[src/design/bfer_pkg.sv]
// Shared types, constants and saturating arithmetic for the bit and frame error rate counter.
`timescale 1ns / 1ps
package bfer_pkg;

  // Per-slot counter storage.
  localparam int SLOT_COUNT = 64;
  localparam int SLOT_AW    = (SLOT_COUNT > 1) ? $clog2(SLOT_COUNT) : 1;

  // Field widths.
  localparam int CMD_W      = 2;
  localparam int VAL_W      = 8;
  localparam int SLOT_W     = 6;
  localparam int ERRS_W     = 16;
  localparam int FB_W       = 16;
  localparam int MFE_W      = 20;
  localparam int BITS_W     = 48;
  localparam int FRAMES_W   = 40;
  localparam int CFG_IDX_W  = 2;
  localparam int CFG_DATA_W = 20;

  // Exact rate comparison: bit errors scaled by 1e6 .. 1e9 against
  // frames * frame_bits. The largest product, (2^48 - 1) * 1e9, needs 78 bits.
  localparam int              PROD_W   = 79;
  localparam int              RHS_W    = 56;
  localparam int              POW6_W   = 20;
  localparam logic [POW6_W-1:0] POW6   = 20'd1000000;
  localparam int              BE_SPLIT = 24;
  localparam int              FT_SPLIT = 20;

  // Number of payload stages that follow the slot read-modify-write stage.
  localparam int PIPE_DEPTH = 5;
  localparam int PIPE_LAST  = PIPE_DEPTH - 1;

  // Command codes.
  localparam logic [CMD_W-1:0] CMD_VALUE   = 2'd0;
  localparam logic [CMD_W-1:0] CMD_SUMMARY = 2'd1;
  localparam logic [CMD_W-1:0] CMD_CLEAR   = 2'd2;

  // Configuration register indexes.
  localparam logic [CFG_IDX_W-1:0] CFG_FRAME_BITS  = 2'd0;
  localparam logic [CFG_IDX_W-1:0] CFG_MAX_FRM_ERR = 2'd1;
  localparam logic [CFG_IDX_W-1:0] CFG_AUTO_LIMIT  = 2'd2;

  // Configuration reset values.
  localparam logic [FB_W-1:0]  FRAME_BITS_RST  = 16'd1;
  localparam logic [MFE_W-1:0] MAX_FRM_ERR_RST = 20'd200;

  typedef struct packed {
    logic [CMD_W-1:0]  cmd;
    logic [VAL_W-1:0]  bit_value;
    logic [SLOT_W-1:0] frame_slot;
    logic [ERRS_W-1:0] error_count;
  } in_word_t;

  typedef struct packed {
    logic                frame_done;
    logic [BITS_W-1:0]   total_bit_errors;
    logic [FRAMES_W-1:0] total_frame_errors;
    logic [FRAMES_W-1:0] frames_analyzed;
    logic [BITS_W-1:0]   slot_bit_total;
    logic [FRAMES_W-1:0] slot_frame_total;
    logic [MFE_W-1:0]    error_limit;
    logic                limit_reached;
  } out_word_t;

  // What the frame accumulator tells the slot store about one word.
  typedef struct packed {
    logic              done;
    logic              slot_upd;
    logic [ERRS_W-1:0] errs;
  } frame_upd_t;

  // One slot request held during the read-modify-write stage.
  typedef struct packed {
    logic               valid;
    logic               ok;
    logic               upd;
    logic [SLOT_AW-1:0] addr;
    logic [ERRS_W-1:0]  errs;
  } slot_req_t;

  // Contents of one slot entry.
  typedef struct packed {
    logic [BITS_W-1:0]   bits;
    logic [FRAMES_W-1:0] frames;
  } slot_val_t;

  // Payload carried down the pipeline alongside the rate comparison.
  typedef struct packed {
    logic                done;
    logic [BITS_W-1:0]   tbe;
    logic [FRAMES_W-1:0] tfe;
    logic [FRAMES_W-1:0] tfa;
    logic [BITS_W-1:0]   sbt;
    logic [FRAMES_W-1:0] sft;
  } pipe_word_t;

  function automatic logic [BITS_W-1:0] sat_add48(input logic [BITS_W-1:0] a,
                                                  input logic [ERRS_W-1:0] b);
    logic [BITS_W:0] s;
    s = {1'b0, a} + (BITS_W + 1)'(b);
    return s[BITS_W] ? {BITS_W{1'b1}} : s[BITS_W-1:0];
  endfunction

  function automatic logic [FRAMES_W-1:0] sat_inc40(input logic [FRAMES_W-1:0] a,
                                                    input logic inc);
    logic [FRAMES_W:0] s;
    s = {1'b0, a} + (FRAMES_W + 1)'(inc);
    return s[FRAMES_W] ? {FRAMES_W{1'b1}} : s[FRAMES_W-1:0];
  endfunction

endpackage

[src/design/bfer_limit.sv]
// Pipelined exact bit error rate decade test and frame error limit scaling.
`timescale 1ns / 1ps
module bfer_limit (
  input  logic                           clk,
  input  logic                           adv,
  input  logic [bfer_pkg::BITS_W-1:0]    bit_err_total,
  input  logic [bfer_pkg::FRAMES_W-1:0]  frame_total,
  input  logic [bfer_pkg::FB_W-1:0]      frame_bits,
  input  logic [bfer_pkg::MFE_W-1:0]     max_frame_errors,
  input  logic                           auto_limit,
  input  logic [bfer_pkg::FRAMES_W-1:0]  frame_err_last,
  output logic [bfer_pkg::MFE_W-1:0]     error_limit,
  output logic                           limit_reached
);
  import bfer_pkg::*;

  localparam int PP_W = BE_SPLIT + POW6_W;
  localparam int RP_W = FT_SPLIT + FB_W;

  function automatic logic [PROD_W-1:0] times10(input logic [PROD_W-1:0] x);
    return (x << 3) + (x << 1);
  endfunction

  logic [FB_W-1:0]   eff_fb;
  logic [PP_W-1:0]   p_lo, p_hi;
  logic [RP_W-1:0]   r_lo, r_hi;

  // Partial products.
  logic [PP_W-1:0]   p_lo_r, p_hi_r;
  logic [RP_W-1:0]   r_lo_r, r_hi_r;
  logic              nz2_r;
  // Bit errors times 1e6, 1e7, 1e8, 1e9.
  logic [PROD_W-1:0] b6_r, b7_r, b8_r, b9_r;
  logic [RHS_W-1:0]  rhs3_r, rhs4_r, rhs5_r, rhs6_r;
  logic              nz3_r, nz4_r, nz5_r, nz6_r;
  logic              lt6_4_r, lt6_5_r, lt6_6_r;
  logic              lt7_5_r, lt7_6_r;
  logic              lt8_6_r;
  logic              lt9;

  always_comb begin
    eff_fb = (frame_bits == '0) ? FB_W'(1) : frame_bits;
    p_lo   = PP_W'(bit_err_total[BE_SPLIT-1:0]) * PP_W'(POW6);
    p_hi   = PP_W'(bit_err_total[BITS_W-1:BE_SPLIT]) * PP_W'(POW6);
    r_lo   = RP_W'(frame_total[FT_SPLIT-1:0]) * RP_W'(eff_fb);
    r_hi   = RP_W'(frame_total[FRAMES_W-1:FT_SPLIT]) * RP_W'(eff_fb);
  end

  always_ff @(posedge clk) begin
    if (adv) begin
      p_lo_r  <= p_lo;
      p_hi_r  <= p_hi;
      r_lo_r  <= r_lo;
      r_hi_r  <= r_hi;
      nz2_r   <= frame_total != '0;

      b6_r    <= PROD_W'(p_lo_r) + (PROD_W'(p_hi_r) << BE_SPLIT);
      rhs3_r  <= RHS_W'(r_lo_r) + (RHS_W'(r_hi_r) << FT_SPLIT);
      nz3_r   <= nz2_r;

      b7_r    <= times10(b6_r);
      lt6_4_r <= b6_r < PROD_W'(rhs3_r);
      rhs4_r  <= rhs3_r;
      nz4_r   <= nz3_r;

      b8_r    <= times10(b7_r);
      lt7_5_r <= b7_r < PROD_W'(rhs4_r);
      lt6_5_r <= lt6_4_r;
      rhs5_r  <= rhs4_r;
      nz5_r   <= nz4_r;

      b9_r    <= times10(b8_r);
      lt8_6_r <= b8_r < PROD_W'(rhs5_r);
      lt7_6_r <= lt7_5_r;
      lt6_6_r <= lt6_5_r;
      rhs6_r  <= rhs5_r;
      nz6_r   <= nz5_r;
    end
  end

  always_comb begin
    lt9 = b9_r < PROD_W'(rhs6_r);
    if (!auto_limit || !nz6_r) begin
      error_limit = max_frame_errors;
    end else if (lt9) begin
      error_limit = max_frame_errors >> 4;
    end else if (lt8_6_r) begin
      error_limit = max_frame_errors >> 3;
    end else if (lt7_6_r) begin
      error_limit = max_frame_errors >> 2;
    end else if (lt6_6_r) begin
      error_limit = max_frame_errors >> 1;
    end else begin
      error_limit = max_frame_errors;
    end
    limit_reached = frame_err_last >= FRAMES_W'(error_limit);
  end

endmodule

[config.mk]
export PLATFORM = sky130hd
export DESIGN_NAME = bfer_limit
export DESIGN_NICKNAME = d
export VERILOG_FILES = /design/src/design/bfer_pkg.sv /design/src/design/bfer_limit.sv
export SDC_FILE = /design/constraint.sdc
export NUM_CORES = 2
export LEC_CHECK = 0
export BUFFER_PORTS_ARGS = -buffer_cell sky130_fd_sc_hd__buf_2
export CAP_MARGIN = 20
export CORE_MARGIN = 3
export CORE_UTILIZATION = 55
export DETAILED_ROUTE_END_ITERATION = 8
export PLACE_DENSITY = 0.72
export SYNTH_ARGS = -nofsm -noshare
export SYNTH_HDL_FRONTEND = slang
export SYNTH_SLANG_ARGS = --single-unit
[constraint.sdc]
create_clock -name clk -period 19.1 [get_ports clk]
set_clock_uncertainty 0.1 [all_clocks]
set_input_delay 5.73 -clock clk [delete_from_list [all_inputs] [get_ports clk]]
set_output_delay 5.73 -clock clk [all_outputs]
set_load 0.01 [all_outputs]
[Yosys cells after proc, flatten, opt, wreduce, memory -nomap -nowiden]
Cells that the tools add are included.
W data, S select, Z words.
Cells by class
  $add $sub $neg: 5
  multiply operators: 4
  magnitude comparators: 5
  multiplexer cells: 6
  reduce and logical (&&, ||, !) cells: 5
Operators with widths (number)
  $lt A79 B56 Y1: 4
  $add A79 B79 Y79: 3
  $mux W20: 5
  $mul A24 B14 Y38 const B: 2
  $mul A20 B16 Y36: 2
  $add A44 B68 Y69: 1
  $add A36 B56 Y56: 1
  $ge A40 B20 Y1: 1
  $reduce_bool A40 Y1: 1
  $logic_not A16 Y1: 1
  $mux W16: 1
  $logic_not A1 Y1: 2
  $logic_or A1 B1 Y1: 1
Word-level totals
  flip-flop bits (word level): 699
  bits of input ports: 167
  output and inout port bits: 21
  logic and storage cells: 48

[Logic depth before layout (Yosys ltp)]
  depth in word-level cells: 6
  gate-level depth with buffers: 27

[Worst setup path before layout]
OpenSTA, ideal clock, no wires.
  path kind: input to output
  start point: in max_frame_errors[1] (netlist bit)
  end point: out limit_reached
  arrival time: 8.329 ns
  required time: 13.270 ns
  path slack: 4.941 ns
  stages: 18
  path buffers: 0
  cell sequence: mux2i_1 > nor2_1 > a21oi_1 > o21ai_0 > mux2i_1 > o21ai_0 > ha_1 > nand2b_1 > a21o_1 > a21o_1 > a21o_1 > a21o_1 > a21oi_1 > o21ai_0 > nand4_1 > a21boi_0 > o311ai_0 > nand3_1
Between the ends
  word-level cells in the longest chain between the ends: 6
Ends and longest elaborated chain
  start, declared: line bfer_limit.sv:9  | input logic [bfer_pkg::MFE_W-1:0] max_frame_errors,
  $mux W20: line bfer_limit.sv:91  | end else if (lt6_6_r) begin
  $mux W20: line bfer_limit.sv:89  | end else if (lt7_6_r) begin
  $mux W20: line bfer_limit.sv:87  | end else if (lt8_6_r) begin
  $mux W20: line bfer_limit.sv:85  | end else if (lt9) begin
  $mux W20: line bfer_limit.sv:83  | if (!auto_limit || !nz6_r) begin
  named net error_limit (one bit): line bfer_limit.sv:12  | output logic [bfer_pkg::MFE_W-1:0] error_limit,
  $ge A40 B20 Y1: line bfer_limit.sv:96  | limit_reached = frame_err_last >= FRAMES_W'(error_limit);
  end, declared: line bfer_limit.sv:13  | output logic limit_reached
The timed path passes the listed nets, and every way through them passes these cells.

[Worst setup path in the final report]
  start point: in auto_limit
  end point: out limit_reached
Between the ends
  word-level cells in the longest chain between the ends: 4
Ends and longest elaborated chain
  start, declared: line bfer_limit.sv:10  | input logic auto_limit,
  $logic_not A1 Y1: line bfer_limit.sv:83
  $logic_or A1 B1 Y1: line bfer_limit.sv:83
  $mux W20: line bfer_limit.sv:83
  $ge A40 B20 Y1: line bfer_limit.sv:96
No other way between the ends.

==> reports/qor.yml <==
floorplan:
  io_pins: 188
  die_area_mm2: 0.131
  rows: 130
  die_y_um: 363
  core_area_mm2: 0.126
  initial_utilization_pct: 55.6
  fp.dieW_um: 363
grt:
  grt_usage_pct: 25.5
  first_global_vias: 50400
  antenna_found_initial: 5
  grt_first_pass_wirelength_mm: 269
  grt_max_degree: 133
  grt.overflow.total: 0
placed_design:
  port_buffers: 187
  gp_congestion: 0.933
  dp_hpwl_mm: 133
critical_path:
  rrSetupSlack_ps: 14980
  r2r_end: "b9_r[59]"
  cpMostUsedCell: "a21o_1"
  rr_startpoint: "b8_r[10]"
  endpoint_kind: "output pin"
  cp-endpoint: "limit_reached"
  crit_type: "in2out"
  crit_path_max_incr_delay_ps: 400
  required_ps: 13270
  crit_fanout: 54
  cpMaxStageDelayCell: "buf_4"
  cp_cell_sequence: "buf_2 > nand2_1 > buf_4 > o21ai_0 > ha_1 > nand2b_1 > a21o_1 > a21o_1 > a21o_1 > a21o_1 > a21oi_1 > o21ai_0 > nand4_1 > a21boi_0 > o311ai_0 > nand3_1 > buf_2"
  crit_arrival_ps: 8850
  cp-startpoint: "auto_limit"
  reg2regPathDepth: 14
  start_kind: "input port"
clocking:
  cts_buffers: 69
  root_buffer: "clkbuf_16"
  clk-insertion-delay-late_ps: 620
  path_clk_slew_ps: 60
  cts_setup_buffers: 0
  cts_tree: "yes"
  max-clock-path-buffers: 3
  ctsHtreeMaxLevel: 3
  cts_hold_buf: 0
  cts_resized: 0
  clkSinkCount: 651
yosys:
  syn_area_mm2: 0.0699
  synthTopCellsByArea: "edfxtp_1 28%, fa_1 20%, ha_1 16%"
  ys_types: 95
  seq_area_frac_synth_pct: 28.0
  synth_top_area_share_pct: 28.0
  synth_edf_count: 651
  synth_warnings: 0
  synth_ff_type: "edfxtp_1"
  syn_area_per_cell_um2: 10.2
  synth_most_common_cell: "inv_1"
  synth_common_cells: "1040 x inv_1, 910 x ha_1, 695 x fa_1, 651 x edfxtp_1, 627 x nand2_1"
  syn_nets: 8654
  ys_ff_latch: 651
  syn_inst: 6882
  synth-async-reset-ratio_pct: 0
  yosysTopAreaCell: "edfxtp_1"
sta:
  fin_crit_sh_pct: 76.9
  maxSlewHeadroom_pct: 24.2
  rsz0062_at_grt: "no"
  hold_viol: 0
  worst_slew_pin_slew_ps: 1140
  slew_violations: 0
  tns_ps: 0
  max_freq_ghz: 0.0681
  period_minus_slack_ps: 14680
  setup_viol: 0
status:
  status: "finished clean"
worst_hold_path:
  min_path_cells: 0
  hold_path_class: "reg2reg"
route:
  drc: 0
  drt-vias-per-instance: 5.76
  routed-via-count: 49900
  final_antenna_net_count: 0
  drt_iter0_markers: 3433
  drt-total-wl_mm: 168
  dr.pass1.iters: 6
  wl_per_cell_um: 19.3
job:
  maxCapViolCount: 0
cells_and_area:
  nets: 8732
  fillers: 10600
  syn_to_final_growth_pct: 6.67
  drive_gt1_share_pct: 5.25
## stage by stage
stage	util, %	std cells	hold slack, ps	instance area, um^2	worst slack, ps
after global routing	59.2	8659	322	74600	4100
after CTS	59.2	8659	318	74600	4450
after global placement	57.5	8539	300	72300	4400
final	59.3	8663	318	74600	4420
after detailed placement	57.5	8539	305	72300	4470
after floorplan	-	6882	300	69900	4940
## sequential cells by signal, indices dropped and copies added (netlist names), 36 cells and up
name    count
b6_r       63
p_hi_r     38
r_hi_r     36
b7_r       66
b8_r       69
rhs4_r     56
rhs6_r     56
rhs3_r     56
p_lo_r     38
b9_r       70
r_lo_r     36
rhs5_r     56
## cells by family after synthesis
group	after synthesis	share of synthesized area, %
and+or+nand+nor	1689	12.0
AOI/OAI and AO/OA	1276	11.9
DFF	651	28.0
xor gates and xnor gates	379	4.75
adders and majority gates	1605	36.2
muxes	35	0.503
buffers and inverters	1247	6.73
## worst min path at each step
stage / start / slack [ps] / to
after floorplan: p_lo_r[10] / 300 / b6_r[10]
after global placement: r_lo_r[5] / 300 / rhs3_r[5]
after detailed placement: p_lo_r[27] / 300 / b6_r[27]
after CTS: p_lo_r[27] / 320 / b6_r[27]
after global routing: r_lo_r[13] / 320 / rhs3_r[13]
final: r_lo_r[13] / 320 / rhs3_r[13]
## metal layers
metal / wire length [um] / global-route usage (%) / part of all wire (%) / vias to the layer above
met1: 74600 / 36.2 / 45 / 24500
met4: 5560 / 8.18 / 3.3 / 4
met3: 10400 / 2.76 / 6.2 / 297
met5: 31 / 0 / 0.019 / -
li1: - / - / - / 23600
met2: 76900 / 41.2 / 46 / 1528
## cell usage in the layout (no fill, tap or decap), types with 10 or more instances in the layout
cell,count
mux2i_1,34
o21ai_0,216
a31o_2,10
clkinv_2,11
a211oi_1,31
or3_1,21
and3_1,42
fa_1,695
a221oi_1,11
edfxtp_1,651
and2_1,305
o21ai_1,34
a221o_1,16
o211ai_1,21
o31ai_1,14
ha_1,910
o31a_1,12
nand3_1,74
buf_4,27
nor2_1,226
nand2_1,627
and4_1,12
o21bai_1,65
xnor2_1,269
buf_2,186
inv_1,1040
o21a_1,58
nor2b_1,72
nand4_1,110
xor2_1,110
a31oi_1,36
a21oi_1,401
nand2b_1,61
a21o_1,242
clkinv_1,10
clkbuf_16,69
nor3_1,50
nor4_1,51
## cell type report
type,instances,area (um^2),area share (%)
Antenna cell,4,10.0,0.0134
Clock buffer,78,1760,2.36
Clock inverter,42,480,0.644
Inverter,1040,3900,5.23
Multi-Input combinational cell,4984,45700,61.2
Sequential cell,651,19500,26.2
Tap cell,1650,2060,2.77
Timing Repair Buffer,214,1150,1.54
## worst max-delay path, delay by kind of cell
kind | cells | cell delay, ps
AOI/OAI and AO/OA | 9 | 1700
adders and majority gates | 1 | 290
buffers and inverters | 3 | 660
and+or+nand+nor | 4 | 420
Power is left out: the tool's default activity adds up to more than one toggle a clock period on the data nets, which glitch-free logic cannot reach.
