===== src/design/bfer_pkg.sv =====
// Shared types, constants and saturating arithmetic for the bit and frame error rate counter.
`timescale 1ns / 1ps
package bfer_pkg;

  // Per-slot counter storage.
  localparam int SLOT_COUNT = 64;
  localparam int SLOT_AW    = (SLOT_COUNT > 1) ? $clog2(SLOT_COUNT) : 1;

  // Field widths.
  localparam int CMD_W      = 2;
  localparam int VAL_W      = 8;
  localparam int SLOT_W     = 6;
  localparam int ERRS_W     = 16;
  localparam int FB_W       = 16;
  localparam int MFE_W      = 20;
  localparam int BITS_W     = 48;
  localparam int FRAMES_W   = 40;
  localparam int CFG_IDX_W  = 2;
  localparam int CFG_DATA_W = 20;

  // Exact rate comparison: bit errors scaled by 1e6 .. 1e9 against
  // frames * frame_bits. The largest product, (2^48 - 1) * 1e9, needs 78 bits.
  localparam int              PROD_W   = 79;
  localparam int              RHS_W    = 56;
  localparam int              POW6_W   = 20;
  localparam logic [POW6_W-1:0] POW6   = 20'd1000000;
  localparam int              BE_SPLIT = 24;
  localparam int              FT_SPLIT = 20;

  // Number of payload stages that follow the slot read-modify-write stage.
  localparam int PIPE_DEPTH = 5;
  localparam int PIPE_LAST  = PIPE_DEPTH - 1;

  // Command codes.
  localparam logic [CMD_W-1:0] CMD_VALUE   = 2'd0;
  localparam logic [CMD_W-1:0] CMD_SUMMARY = 2'd1;
  localparam logic [CMD_W-1:0] CMD_CLEAR   = 2'd2;

  // Configuration register indexes.
  localparam logic [CFG_IDX_W-1:0] CFG_FRAME_BITS  = 2'd0;
  localparam logic [CFG_IDX_W-1:0] CFG_MAX_FRM_ERR = 2'd1;
  localparam logic [CFG_IDX_W-1:0] CFG_AUTO_LIMIT  = 2'd2;

  // Configuration reset values.
  localparam logic [FB_W-1:0]  FRAME_BITS_RST  = 16'd1;
  localparam logic [MFE_W-1:0] MAX_FRM_ERR_RST = 20'd200;

  typedef struct packed {
    logic [CMD_W-1:0]  cmd;
    logic [VAL_W-1:0]  bit_value;
    logic [SLOT_W-1:0] frame_slot;
    logic [ERRS_W-1:0] error_count;
  } in_word_t;

  typedef struct packed {
    logic                frame_done;
    logic [BITS_W-1:0]   total_bit_errors;
    logic [FRAMES_W-1:0] total_frame_errors;
    logic [FRAMES_W-1:0] frames_analyzed;
    logic [BITS_W-1:0]   slot_bit_total;
    logic [FRAMES_W-1:0] slot_frame_total;
    logic [MFE_W-1:0]    error_limit;
    logic                limit_reached;
  } out_word_t;

  // What the frame accumulator tells the slot store about one word.
  typedef struct packed {
    logic              done;
    logic              slot_upd;
    logic [ERRS_W-1:0] errs;
  } frame_upd_t;

  // One slot request held during the read-modify-write stage.
  typedef struct packed {
    logic               valid;
    logic               ok;
    logic               upd;
    logic [SLOT_AW-1:0] addr;
    logic [ERRS_W-1:0]  errs;
  } slot_req_t;

  // Contents of one slot entry.
  typedef struct packed {
    logic [BITS_W-1:0]   bits;
    logic [FRAMES_W-1:0] frames;
  } slot_val_t;

  // Payload carried down the pipeline alongside the rate comparison.
  typedef struct packed {
    logic                done;
    logic [BITS_W-1:0]   tbe;
    logic [FRAMES_W-1:0] tfe;
    logic [FRAMES_W-1:0] tfa;
    logic [BITS_W-1:0]   sbt;
    logic [FRAMES_W-1:0] sft;
  } pipe_word_t;

  function automatic logic [BITS_W-1:0] sat_add48(input logic [BITS_W-1:0] a,
                                                  input logic [ERRS_W-1:0] b);
    logic [BITS_W:0] s;
    s = {1'b0, a} + (BITS_W + 1)'(b);
    return s[BITS_W] ? {BITS_W{1'b1}} : s[BITS_W-1:0];
  endfunction

  function automatic logic [FRAMES_W-1:0] sat_inc40(input logic [FRAMES_W-1:0] a,
                                                    input logic inc);
    logic [FRAMES_W:0] s;
    s = {1'b0, a} + (FRAMES_W + 1)'(inc);
    return s[FRAMES_W] ? {FRAMES_W{1'b1}} : s[FRAMES_W-1:0];
  endfunction

endpackage


===== src/design/bfer_frame_acc.sv =====
// Frame position tracking and saturating running totals.
`timescale 1ns / 1ps
module bfer_frame_acc (
  input  logic                           clk,
  input  logic                           rst_n,
  input  logic                           accept,
  input  bfer_pkg::in_word_t             in_word,
  input  logic [bfer_pkg::FB_W-1:0]      frame_bits,
  output bfer_pkg::frame_upd_t           upd,
  output logic [bfer_pkg::BITS_W-1:0]    bit_err_total,
  output logic [bfer_pkg::FRAMES_W-1:0]  frame_err_total,
  output logic [bfer_pkg::FRAMES_W-1:0]  frame_total
);
  import bfer_pkg::*;

  logic [FB_W-1:0]     bit_pos_r, bit_pos_nxt;
  logic [ERRS_W-1:0]   cur_err_r, cur_err_nxt;
  logic [BITS_W-1:0]   be_r, be_nxt;
  logic [FRAMES_W-1:0] fe_r, fe_nxt;
  logic [FRAMES_W-1:0] ft_r, ft_nxt;
  logic [FB_W-1:0]     eff_fb;
  logic [ERRS_W-1:0]   err_inc;
  logic                closing;

  always_comb begin
    eff_fb  = (frame_bits == '0) ? FB_W'(1) : frame_bits;
    err_inc = (in_word.bit_value != '0 && cur_err_r != {ERRS_W{1'b1}}) ?
              cur_err_r + ERRS_W'(1) : cur_err_r;
    closing = ({1'b0, bit_pos_r} + (FB_W + 1)'(1)) >= {1'b0, eff_fb};

    bit_pos_nxt = bit_pos_r;
    cur_err_nxt = cur_err_r;
    be_nxt      = be_r;
    fe_nxt      = fe_r;
    ft_nxt      = ft_r;
    upd         = '0;

    case (in_word.cmd)
      CMD_VALUE: begin
        if (closing) begin
          upd.done     = 1'b1;
          upd.slot_upd = 1'b1;
          upd.errs     = err_inc;
          be_nxt       = sat_add48(be_r, err_inc);
          fe_nxt       = sat_inc40(fe_r, err_inc != '0);
          ft_nxt       = sat_inc40(ft_r, 1'b1);
          bit_pos_nxt  = '0;
          cur_err_nxt  = '0;
        end else begin
          bit_pos_nxt = bit_pos_r + FB_W'(1);
          cur_err_nxt = err_inc;
        end
      end
      CMD_SUMMARY: begin
        upd.done = 1'b1;
        upd.errs = in_word.error_count;
        be_nxt   = sat_add48(be_r, in_word.error_count);
        fe_nxt   = sat_inc40(fe_r, in_word.error_count != '0);
        ft_nxt   = sat_inc40(ft_r, 1'b1);
      end
      CMD_CLEAR: begin
        be_nxt = '0;
        fe_nxt = '0;
        ft_nxt = '0;
      end
      default: begin
      end
    endcase
  end

  always_ff @(posedge clk) begin
    if (!rst_n) begin
      bit_pos_r <= '0;
      cur_err_r <= '0;
      be_r      <= '0;
      fe_r      <= '0;
      ft_r      <= '0;
    end else if (accept) begin
      bit_pos_r <= bit_pos_nxt;
      cur_err_r <= cur_err_nxt;
      be_r      <= be_nxt;
      fe_r      <= fe_nxt;
      ft_r      <= ft_nxt;
    end
  end

  assign bit_err_total   = be_r;
  assign frame_err_total = fe_r;
  assign frame_total     = ft_r;

endmodule


===== config.mk =====
export PLATFORM = sky130hd
export DESIGN_NAME = bfer_frame_acc
export DESIGN_NICKNAME = d
export VERILOG_FILES = /design/src/design/bfer_pkg.sv /design/src/design/bfer_frame_acc.sv
export SDC_FILE = /design/constraint.sdc
export NUM_CORES = 1
export LEC_CHECK = 0
export BUFFER_PORTS_ARGS = -buffer_cell sky130_fd_sc_hd__buf_2
export CORE_MARGIN = 2
export CORE_UTILIZATION = 25
export DETAILED_ROUTE_END_ITERATION = 7
export GPL_TIMING_DRIVEN = 0
export PLACE_DENSITY_LB_ADDON = 0.1
export SLEW_MARGIN = 10
export SYNTH_ARGS = -nofsm -noshare
export SYNTH_HDL_FRONTEND = slang
export SYNTH_SLANG_ARGS = --single-unit

===== constraint.sdc =====
create_clock -name clk -period 4 [get_ports clk]
set_input_delay 0.2 -clock clk [delete_from_list [all_inputs] [get_ports clk]]
set_output_delay 0.2 -clock clk [all_outputs]
set_load 0.05 [all_outputs]

* Word level (Yosys, flattened, before mapping)
Index checks and enable logic that the tools add are counted.
** Operators by class
- $add $sub $neg :: 8
- Magnitude comparators :: 1
- Equal/unequal tests :: 4
- Reduce and logical (&&, ||, !) cells :: 9
- Muxes and demuxes :: 19
** Operator list (count)
- 40-bit one-hot mux with 3 select lines :: 2
- 40-bit two-way mux :: 5
- 48-bit two-way mux :: 3
- 48-bit one-hot mux with 3 select lines :: 1
- 48-bit by 16-bit adder with 49-bit output :: 2
- 40-bit by 1-bit adder with 41-bit output :: 2
- 16-bit two-way mux :: 4
- 40-bit by 1-bit adder with 41-bit output (second input constant) :: 1
- 16-bit by 1-bit adder with 16-bit output (second input constant) :: 2
- 16-bit one-hot mux with 2 select lines :: 1
- 16-bit nonzero test :: 2
- 18-bit two-way mux :: 1
- 16-bit by 1-bit adder with 17-bit output (second input constant) :: 1
- 17-bit by 16-bit greater-or-equal comparator with 1-bit output :: 1
- 16-bit logical NOT :: 1
- 16-bit inequality test (second input constant) :: 1
- 8-bit nonzero test :: 1
- 3-bit AND reduction :: 1
- 3-bit nonzero test :: 1
- 2-bit by 1-bit == test with 1-bit output (second input constant) :: 1
- 2-bit == test (second input constant) :: 1
- 2-bit logical NOT :: 1
- 2-bit inequality test (second input constant) :: 1
- 1-bit one-hot mux with 2 select lines :: 1
- 3 further kinds :: 3
** Storage, ports and cells
- Register bits :: 160
- Bits of input ports :: 51
- Logic and storage cells :: 46
- Output and inout bits :: 146

* Depth between registers and ports, before layout
Gate-level depths: netlist (run 1).
- Depth in word-level cells :: 8
- Mapped depth :: 19

* Worst setup path after synthesis (run 1)
Ideal clock, no wire load.
- Path kind :: register to output
- Start :: register bit_pos_r[2]
- End :: output upd[1] (netlist name)
- Cell stages (with the launch flop) :: 18
- Data required time :: 3.800 ns
- Arrival time :: 4.132 ns
- Buffers on the path :: 3
- Path slack :: -0.332 ns
- Cell sequence :: dfxtp_1 and3_1 and3_1 clkbuf_1 nand3_1 nor2_1 nand3_1 xnor2_1 ha_1 nand4_1 nor4_1 a221oi_1 nand4_1 and2_1 clkbuf_1 buf_1 nand2_1 o21ai_0
** RTL lines
- start, declared :: RTL line bfer_frame_acc.sv:16 : logic [FB_W-1:0] bit_pos_r, bit_pos_nxt;
- start signal, assigned :: RTL line bfer_frame_acc.sv:79 : bit_pos_r <= bit_pos_nxt;
- end, declared :: RTL line bfer_frame_acc.sv:9 : output bfer_pkg::frame_upd_t upd,

* Worst setup path in the final report (run 1)
- Start :: register cur_err_r[9]
- End :: register fe_r[21], in the netlist frame_err_total[21]
** On the way
- Cells in the longest elaborated chain, start to end :: 8
- Elaborated cells between the ends (all ways) :: 9
** RTL lines
- start, declared :: RTL line bfer_frame_acc.sv:17 : logic [ERRS_W-1:0] cur_err_r, cur_err_nxt;
- start signal, assigned :: RTL line bfer_frame_acc.sv:80 : cur_err_r <= cur_err_nxt;
- parallel branches: the longest is 2 deep, another holds 16-bit by 1-bit adder with 16-bit output
- 16-bit two-way mux (*) :: RTL line bfer_frame_acc.sv:27 : err_inc = (in_word.bit_value != '0 && cur_err_r != {ERRS_W{1'b1}}) ?
- 16-bit nonzero test (*) :: RTL line bfer_frame_acc.sv:45 : fe_nxt = sat_inc40(fe_r, err_inc != '0);
- 40-bit by 1-bit adder with 41-bit output (*) :: RTL line bfer_pkg.sv:108 : s = {1'b0, a} + (FRAMES_W + 1)'(inc);
- 40-bit two-way mux (*) :: RTL line bfer_pkg.sv:109 : return s[FRAMES_W] ? {FRAMES_W{1'b1}} : s[FRAMES_W-1:0];
- 40-bit two-way mux (*) :: RTL line bfer_frame_acc.sv:40 : if (closing) begin
- 40-bit one-hot mux with 3 select lines (*) :: RTL line bfer_frame_acc.sv:38 : case (in_word.cmd)
- end signal, assigned :: RTL line bfer_frame_acc.sv:82 : fe_r <= fe_nxt;
- end, declared :: RTL line bfer_frame_acc.sv:19 : logic [FRAMES_W-1:0] fe_r, fe_nxt;
Every way passes the cells marked *. The select of a mux whose other input is x is not followed.
A chain may end at the register's enable or synchronous reset.

==> results_dict.tcl, run 1 <==
set metrics [dict create \
    combPwrFrac_pct 21.2 \
    synth_area_sq_um 13500 \
    crit_family "simple AND/OR/NAND/NOR gates" \
    cp_cell_sequence "and3_4 > nand4_1 > buf_4 > o21ai_4 > mux2_4 > or4_4 > nor4_4 > nand3_2 > ha_4 > ha_4 > nand2_4 > nor2_4 > nand2_4 > a21oi_1 > or3_1 > a21oi_2 > nor2_2" \
    crit_type "flip-flop to flip-flop" \
    cts_tree "built" \
    synth_top_family_by_area "compound AO/OA/AOI/OAI gates" \
    diodes 0 \
    hp-class "input port to flip-flop" \
    grt_max_degree 17 \
    power.static_leakage_nw 6.87 \
    critPathBufInv 1 \
    synth_top_area_cell "dfxtp_1" \
    core_area_sq_um 53500 \
    startpoint_type "flip-flop" \
    drc 0 \
    tightest_slew_ns 1.11 \
    synthDistinctLibCells 84 \
    max-cap-violations 0 \
    finClkSkew_ns 0.0195 \
    antenna_found_initial 1 \
    wl_per_cell_microns 24.2 \
    cts_max_path_buffers 2 \
    holdBufCountCts 0 \
    placed_area_sq_um 15300 \
    final-max-slew-violation-count 0 \
    syn-num-nets 2002 \
    fin_nets 2282 \
    syn2layout_area_growth_pct 31.9 \
    ys.warnings.count 0 \
    gp_congestion 0.911 \
    ys.flop_type "dfxtp_1" \
    layout-drive-gt1-share_pct 23.2 \
    instances_no_fill 2877 \
    pwr_density_cell_nw_per_um2 252 \
    drtIter0Drc 1568 \
    synthTopCellsByArea "dfxtp_1 (24%), a21oi_1 (7.5%), o21ai_0 (6.0%)" \
    die_w_microns 236 \
    status "completed" \
    grt_overflow_total 0 \
    crit_path_max_fanout 5 \
    timing_hold_violations_final 0 \
    via_count 16500 \
    numCtsBuffers 17 \
    synth_compound_area_share_pct 29.2 \
    top_level_ports 197 \
    required_ns 4.36 \
    ys_seq_elements 160 \
    synth_mux_area_share_pct 0.455 \
    routed_via_density 5.72 \
    finalWorstSetupSlack_ns 0.0151 \
    cts_sinks 160 \
    firstDrtPassIters 5 \
    port_buffers 190 \
    clk_pin_slew_ns 0.07 \
    dp_cells 2774 \
    grt_pass1_wl_mm 102 \
    power.internal_mw 2.94 \
    dp_slack_ns -2.10 \
    yosysSeqAreaShare_pct 23.8 \
    avgSynthCellArea_sq_um 7.14 \
    synthXorXnorAreaFrac_pct 6.96 \
    htreeDepth 4 \
    worst_ep_arrival_time_ns 4.35 \
    synth_edf_count 0 \
    clock_power_share_pct 41.2 \
    grtUsageTotal_pct 24.2 \
    dieArea_sq_um 55800 \
    synth_fa_ha_area_share_pct 5.96 \
    insertion_delay_ns 0.50 \
    cts_root_buf "clkbuf_16" \
    setup_viol 0 \
    yosys.area_share.simple_pct 28.3 \
    max_freq_mhz 251 \
    worst_ir_drop_vdd_mv 0.359 \
    sw_frac_of_total_pct 34.3 \
    critPathCaptureType "flip-flop" \
    slowest_stage "or4_4" \
    grt_pass1_vias 15600 \
    async_reset_ff_share_pct 0 \
    start_util_pct 25.2 \
    p_seq_share_pct 37.6 \
    synthCells 1888 \
    relSlewSlack_pct 25.6 \
    wl_mm 69.5 \
    die_height_microns 236 \
    rows 85 \
    slowest_delay_ns 0.50 \
    hpwl_mm 51.3 \
    rsz0062_at_grt "true" \
    finalCritPeriodShare_pct 99.6 \
    final_area_sq_um 17800 \
    synth_top_area_share_pct 23.8 \
    fin_crit_ns 3.98 \
    p_sw_mw 1.53 \
    ant_nets 0 \
    hold-worst-slack_ns 0.208 \
]
==> path summary, 6_finish.rpt <==
check	endpoint	cells after the start	slack [ns]	startpoint
setup / recovery	frame_err_total[21]$_SDFFE_PN0P_	17	0.02	cur_err_r[9]$_SDFFE_PN0P_
hold reg to reg	frame_total[30]$_SDFFE_PN0P_	2	0.53	frame_total[30]$_SDFFE_PN0P_
setup reg to reg	frame_err_total[21]$_SDFFE_PN0P_	17	0.02	cur_err_r[9]$_SDFFE_PN0P_
hold / removal	bit_pos_r[1]$_SDFFE_PN0P_	4	0.21	accept
==> timing repair <==
| item | CTS | global route |
|---|---|---|
| pin swaps | 35 | 58 |
| gates resized for setup | 179 | 140 |
| endpoints found under the setup margin | 178 | 146 |
| setup buffers | 43 | 34 |
| gates cloned | 0 | 1 |
==> power by group through the flow <==
stage	Clock [mW]	Combinational, mW	Sequential [mW]
2_1_floorplan	0	0.452	1.81
3_3_place_gp	0	0.882	1.72
3_5_place_dp	0	0.886	1.72
4_1_cts	1.88	0.914	1.68
5_1_grt	1.94	1.01	1.69
6_report	1.84	0.947	1.68
==> synthesized netlist by cell type, types with 9 or more instances <==
library cell,n
a21o_1,15
a21oi_1,202
a22o_1,15
a22oi_1,14
a31oi_1,61
a41oi_1,13
and2_1,24
and3_1,47
and4_1,20
clkbuf_1,122
dfxtp_1,160
ha_1,61
inv_1,45
nand2_1,130
nand3_1,81
nand4_1,63
nor2_1,156
nor2b_1,37
nor3_1,83
nor3b_1,13
nor4_1,26
o211ai_1,12
o21a_1,9
o21ai_0,162
o21ai_1,9
o221a_2,9
o31ai_1,17
or3_1,15
xnor2_1,49
xor2_1,58
==> sequential cells by signal, summed over array words and instances, names as in the netlist <==
| name | flops |
|---|---|
| bit_err_total | 48 |
| frame_total | 40 |
| frame_err_total | 40 |
| cur_err_r | 16 |
| bit_pos_r | 16 |
==> stage by stage <==
step           utilization (%)  power [mW]  TNS [ns]
2_1_floorplan                -        2.26   -0.0145
3_3_place_gp              28.6        2.60   -208.32
3_5_place_dp              28.6        2.61   -211.59
4_1_cts                   31.7        4.48         0
5_1_grt                   33.2        4.64     -1.35
6_report                  33.2        4.47         0
==> metal layers <==
| metal | share of wire (%) | vias up | GRT usage [%] |
|---|---|---|---|
| met5 | 0 | - | 0 |
| met4 | 3.1 | 0 | 8.23 |
| met3 | 6.4 | 113 | 3.93 |
| met2 | 47 | 664 | 39.7 |
| met1 | 44 | 8055 | 32.1 |
| li1 | - | 7634 | - |
==> tightest hold or removal path: stages <==
cell and delay [ns]:
buf_2 0.14, nand3_1 0.08, o21ai_0 0.08, and2_1 0.15
==> placed cells by master, fill, tap and decap left out, types with 8 or more instances in the layout <==
master | Yosys | final
a21o_1 | 15 | 14
a21oi_1 | 202 | 197
a22o_1 | 15 | 14
a22oi_1 | 14 | 14
a31oi_1 | 61 | 61
a41oi_1 | 13 | 13
and2_1 | 24 | 21
and3_1 | 47 | 37
and4_1 | 20 | 19
buf_2 | 7 | 182
buf_4 | 3 | 76
buf_6 | 0 | 19
clkbuf_1 | 122 | 87
clkbuf_16 | 0 | 20
clkbuf_2 | 1 | 16
dfxtp_1 | 160 | 142
dfxtp_2 | 0 | 10
dfxtp_4 | 0 | 8
ha_1 | 61 | 50
ha_4 | 0 | 10
inv_1 | 45 | 45
nand2_1 | 130 | 123
nand3_1 | 81 | 73
nand4_1 | 63 | 63
nor2_1 | 156 | 143
nor2_4 | 0 | 9
nor2b_1 | 37 | 36
nor3_1 | 83 | 75
nor3b_1 | 13 | 12
nor4_1 | 26 | 22
o211ai_1 | 12 | 12
o21a_1 | 9 | 9
o21ai_0 | 162 | 157
o21ai_1 | 9 | 9
o21bai_1 | 8 | 8
o221a_2 | 9 | 9
o31ai_1 | 17 | 15
or3_1 | 15 | 15
xnor2_1 | 49 | 37
xor2_1 | 58 | 50
==> final cells by class <==
class	count	area, sq um
inverter	45	169
fill	5768	35700
buffer	133	696
clock inverter	10	150
multi-input combinational	1543	10500
timing repair buffer	268	1700
clock buffer	22	474
tap	696	871
sequential	160	3250
==> logic make-up after synthesis <==
group,count (synthesis)
and+or+nand+nor,734
AOI/OAI and AO/OA,633
buffers and inverters,185
DFF,160
xor gates and xnor gates,107
adders and majority gates,63
muxes,6
(Power assumes the default switching activity.)
==> run 2: changes to the inputs <==
Settings changed: CORE_ASPECT_RATIO set to 1.1.
Clock period 4 ns to 3.7 ns, I/O delays scaled along.
==> results_dict.tcl, run 2 (same netlist as run 1, synthesis figures left out) <==
set metrics [dict create \
    nFillCells 5680 \
    insertion_delay_ns 0.51 \
    layout_common_cells "buf_2 (178), a21oi_1 (162), dfxtp_1 (141), nor2_1 (138), o21ai_0 (133)" \
    wl_mm 73.1 \
    worst_ep_arrival_time_ns 4.40 \
    routed_via_density 5.78 \
    hpwl_mm 52.7 \
    reg2reg_from "cur_err_r[9]$_SDFFE_PN0P_" \
    tightest_slew_ns 1.43 \
    cts_root_buf "clkbuf_16" \
    holdBufCountCts 0 \
    setup-tns-final_ns -10.72 \
    finClkSkew_ns 0.0131 \
    startpoint_type "flip-flop" \
    p_seq_share_pct 37.3 \
    cts_tree "built" \
    sw_frac_of_total_pct 35.6 \
    final_common_cell "buf_2" \
    grt_max_degree 17 \
    min-delay-start "accept" \
    final-max-slew-violation-count 0 \
    max_freq_mhz 249 \
    numCtsBuffers 17 \
    fin_nets 2331 \
    dp_cells 2760 \
    power.internal_mw 3.14 \
    grt_pass1_vias 16000 \
    cts_max_path_buffers 2 \
    finalWorstSetupSlack_ns -0.318 \
    reg2reg_setup_slack_ns -0.32 \
    rsz0062_at_grt "true" \
    antenna_found_initial 2 \
    hold-worst-slack_ns 0.171 \
    grt_pass1_wl_mm 105 \
    layout-drive-gt1-share_pct 30.0 \
    p_sw_mw 1.74 \
    required_ns 4.08 \
    dp_slack_ns -1.90 \
    drtIter0Drc 1512 \
    firstDrtPassIters 8 \
    instances_no_fill 2912 \
    rows 89 \
    wl_per_cell_microns 25.1 \
    crit_type "flip-flop to flip-flop" \
    critPathCaptureType "flip-flop" \
    gp_congestion 0.947 \
    start_util_pct 25.2 \
    power.static_leakage_nw 7.42 \
    hp-class "input port to flip-flop" \
    finalCritPeriodShare_pct 109 \
    dieArea_sq_um 55800 \
    max-cap-violations 0 \
    syn2layout_area_growth_pct 43.0 \
    top_level_ports 197 \
    core_area_sq_um 53500 \
    hold_path_depth 4 \
    die_height_microns 247 \
    clk_pin_slew_ns 0.07 \
    ff2ff_path_depth 17 \
    pwr_density_cell_nw_per_um2 253 \
    grtUsageTotal_pct 25.5 \
    setup_viol 84 \
    worst_ir_drop_vdd_mv 0.235 \
    violations "setup timing" \
    timing_hold_violations_final 0 \
    port_buffers 190 \
    die_w_microns 225 \
    crit_path_max_fanout 5 \
    diodes 0 \
    htreeDepth 4 \
    relSlewSlack_pct 4.41 \
    cts_sinks 160 \
    status "finished with violations" \
    via_count 16800 \
    hold_path_end "bit_pos_r[1]$_SDFFE_PN0P_" \
    drc 0 \
    rr_endpoint "frame_err_total[18]$_SDFFE_PN0P_" \
    ant_nets 0 \
    total_power_mw 4.88 \
    largest_reg_flops 48 \
    clock_power_share_pct 39.5 \
    combPwrFrac_pct 23.2 \
    grt_overflow_total 0 \
    fin_crit_ns 4.02 \
]
==> run 2: cell types whose count changed in the layout (fill, tap and decap cells not counted), moves of 10 or more <==
cell      previous run  this run
buf_12               3        13
o21ai_0            157       133
clkbuf_2            16         6
a21oi_2              5        34
nor3_2               6        18
a21oi_1            197       162
nor3_1              75        59
buf_8                4        16
o21ai_1              9        29
buf_4               76       106
==> run 2: what timing repair did <==
item,CTS,global route
gates resized for setup,370,155
pin swaps,114,84
gates cloned,5,0
setup endpoints to repair,178,167
buffers inserted,92,36
==> run 2: power groups by stage <==
stage	registers [mW]	clock network [mW]	logic (mW)
after floorplan	1.96	0	0.492
after global placement	1.86	0	0.962
after detailed placement	1.86	0	0.963
after CTS	1.82	1.98	1.07
after global routing	1.83	2.03	1.19
final	1.82	1.93	1.13
==> run 2: through the flow <==
| step | util, % | area, sq um |
|---|---|---|
| after detailed placement | 28.8 | 15400 |
| after global placement | 28.8 | 15400 |
| after global routing | 36.0 | 19300 |
| after floorplan | - | 13600 |
| final | 36.0 | 19300 |
| after CTS | 34.4 | 18400 |
==> run 2: cell type report <==
class | count | area [sq um] | area share (%)
plain buffers | 131 | 875 | 4.54
flip-flops and latches | 160 | 3240 | 16.8
multi-input cells | 1543 | 11200 | 58.2
repair buffers | 319 | 2330 | 12.1
well taps | 682 | 853 | 4.43
clock inverters | 12 | 134 | 0.695
clock buffers | 20 | 457 | 2.37
inverters | 45 | 169 | 0.877
==> run 2: critical path, cell delays in order (launching register included) <==
cell	delay [ns]
dfxtp_2	0.34
and3_4	0.19
nand4_1	0.23
o21ai_4	0.22
buf_12	0.15
mux2_4	0.32
or4_4	0.53
nor4_4	0.24
nand3_2	0.21
ha_4	0.26
ha_4	0.19
nand2_4	0.11
nor4_4	0.06
and2_4	0.18
buf_4	0.14
or3_1	0.34
a21oi_1	0.13
nor2_1	0.08
==> run 2: how the worst max path moves through the flow <==
stage / start / to / slack (ns) / depth (start not counted)
detailed placement: bit_pos_r[0]$_SDFFE_PN0P_ / frame_total[33]$_SDFFE_PN0P_ / -1.90 / 18
CTS: cur_err_r[9]$_SDFFE_PN0P_ / frame_err_total[15]$_SDFFE_PN0P_ / -0.25 / 19
global route: cur_err_r[9]$_SDFFE_PN0P_ / frame_err_total[18]$_SDFFE_PN0P_ / -0.44 / 17
global placement: bit_pos_r[0]$_SDFFE_PN0P_ / bit_err_total[44]$_SDFFE_PN0P_ / -1.97 / 18
finish: cur_err_r[9]$_SDFFE_PN0P_ / frame_err_total[18]$_SDFFE_PN0P_ / -0.32 / 17
floorplan: cur_err_r[1]$_SDFFE_PN0P_ / frame_err_total[21]$_SDFFE_PN0P_ / 0.007 / 18
==> run 2: routing by layer <==
metal / vias up / track usage [%] / wire length [microns]
met3: 153 / 4.90 / 3980
met4: 2 / 10.4 / 2740
met5: - / 0 / 11
met2: 679 / 43.7 / 35400
li1: 7722 / - / -
met1: 8275 / 31.3 / 30900
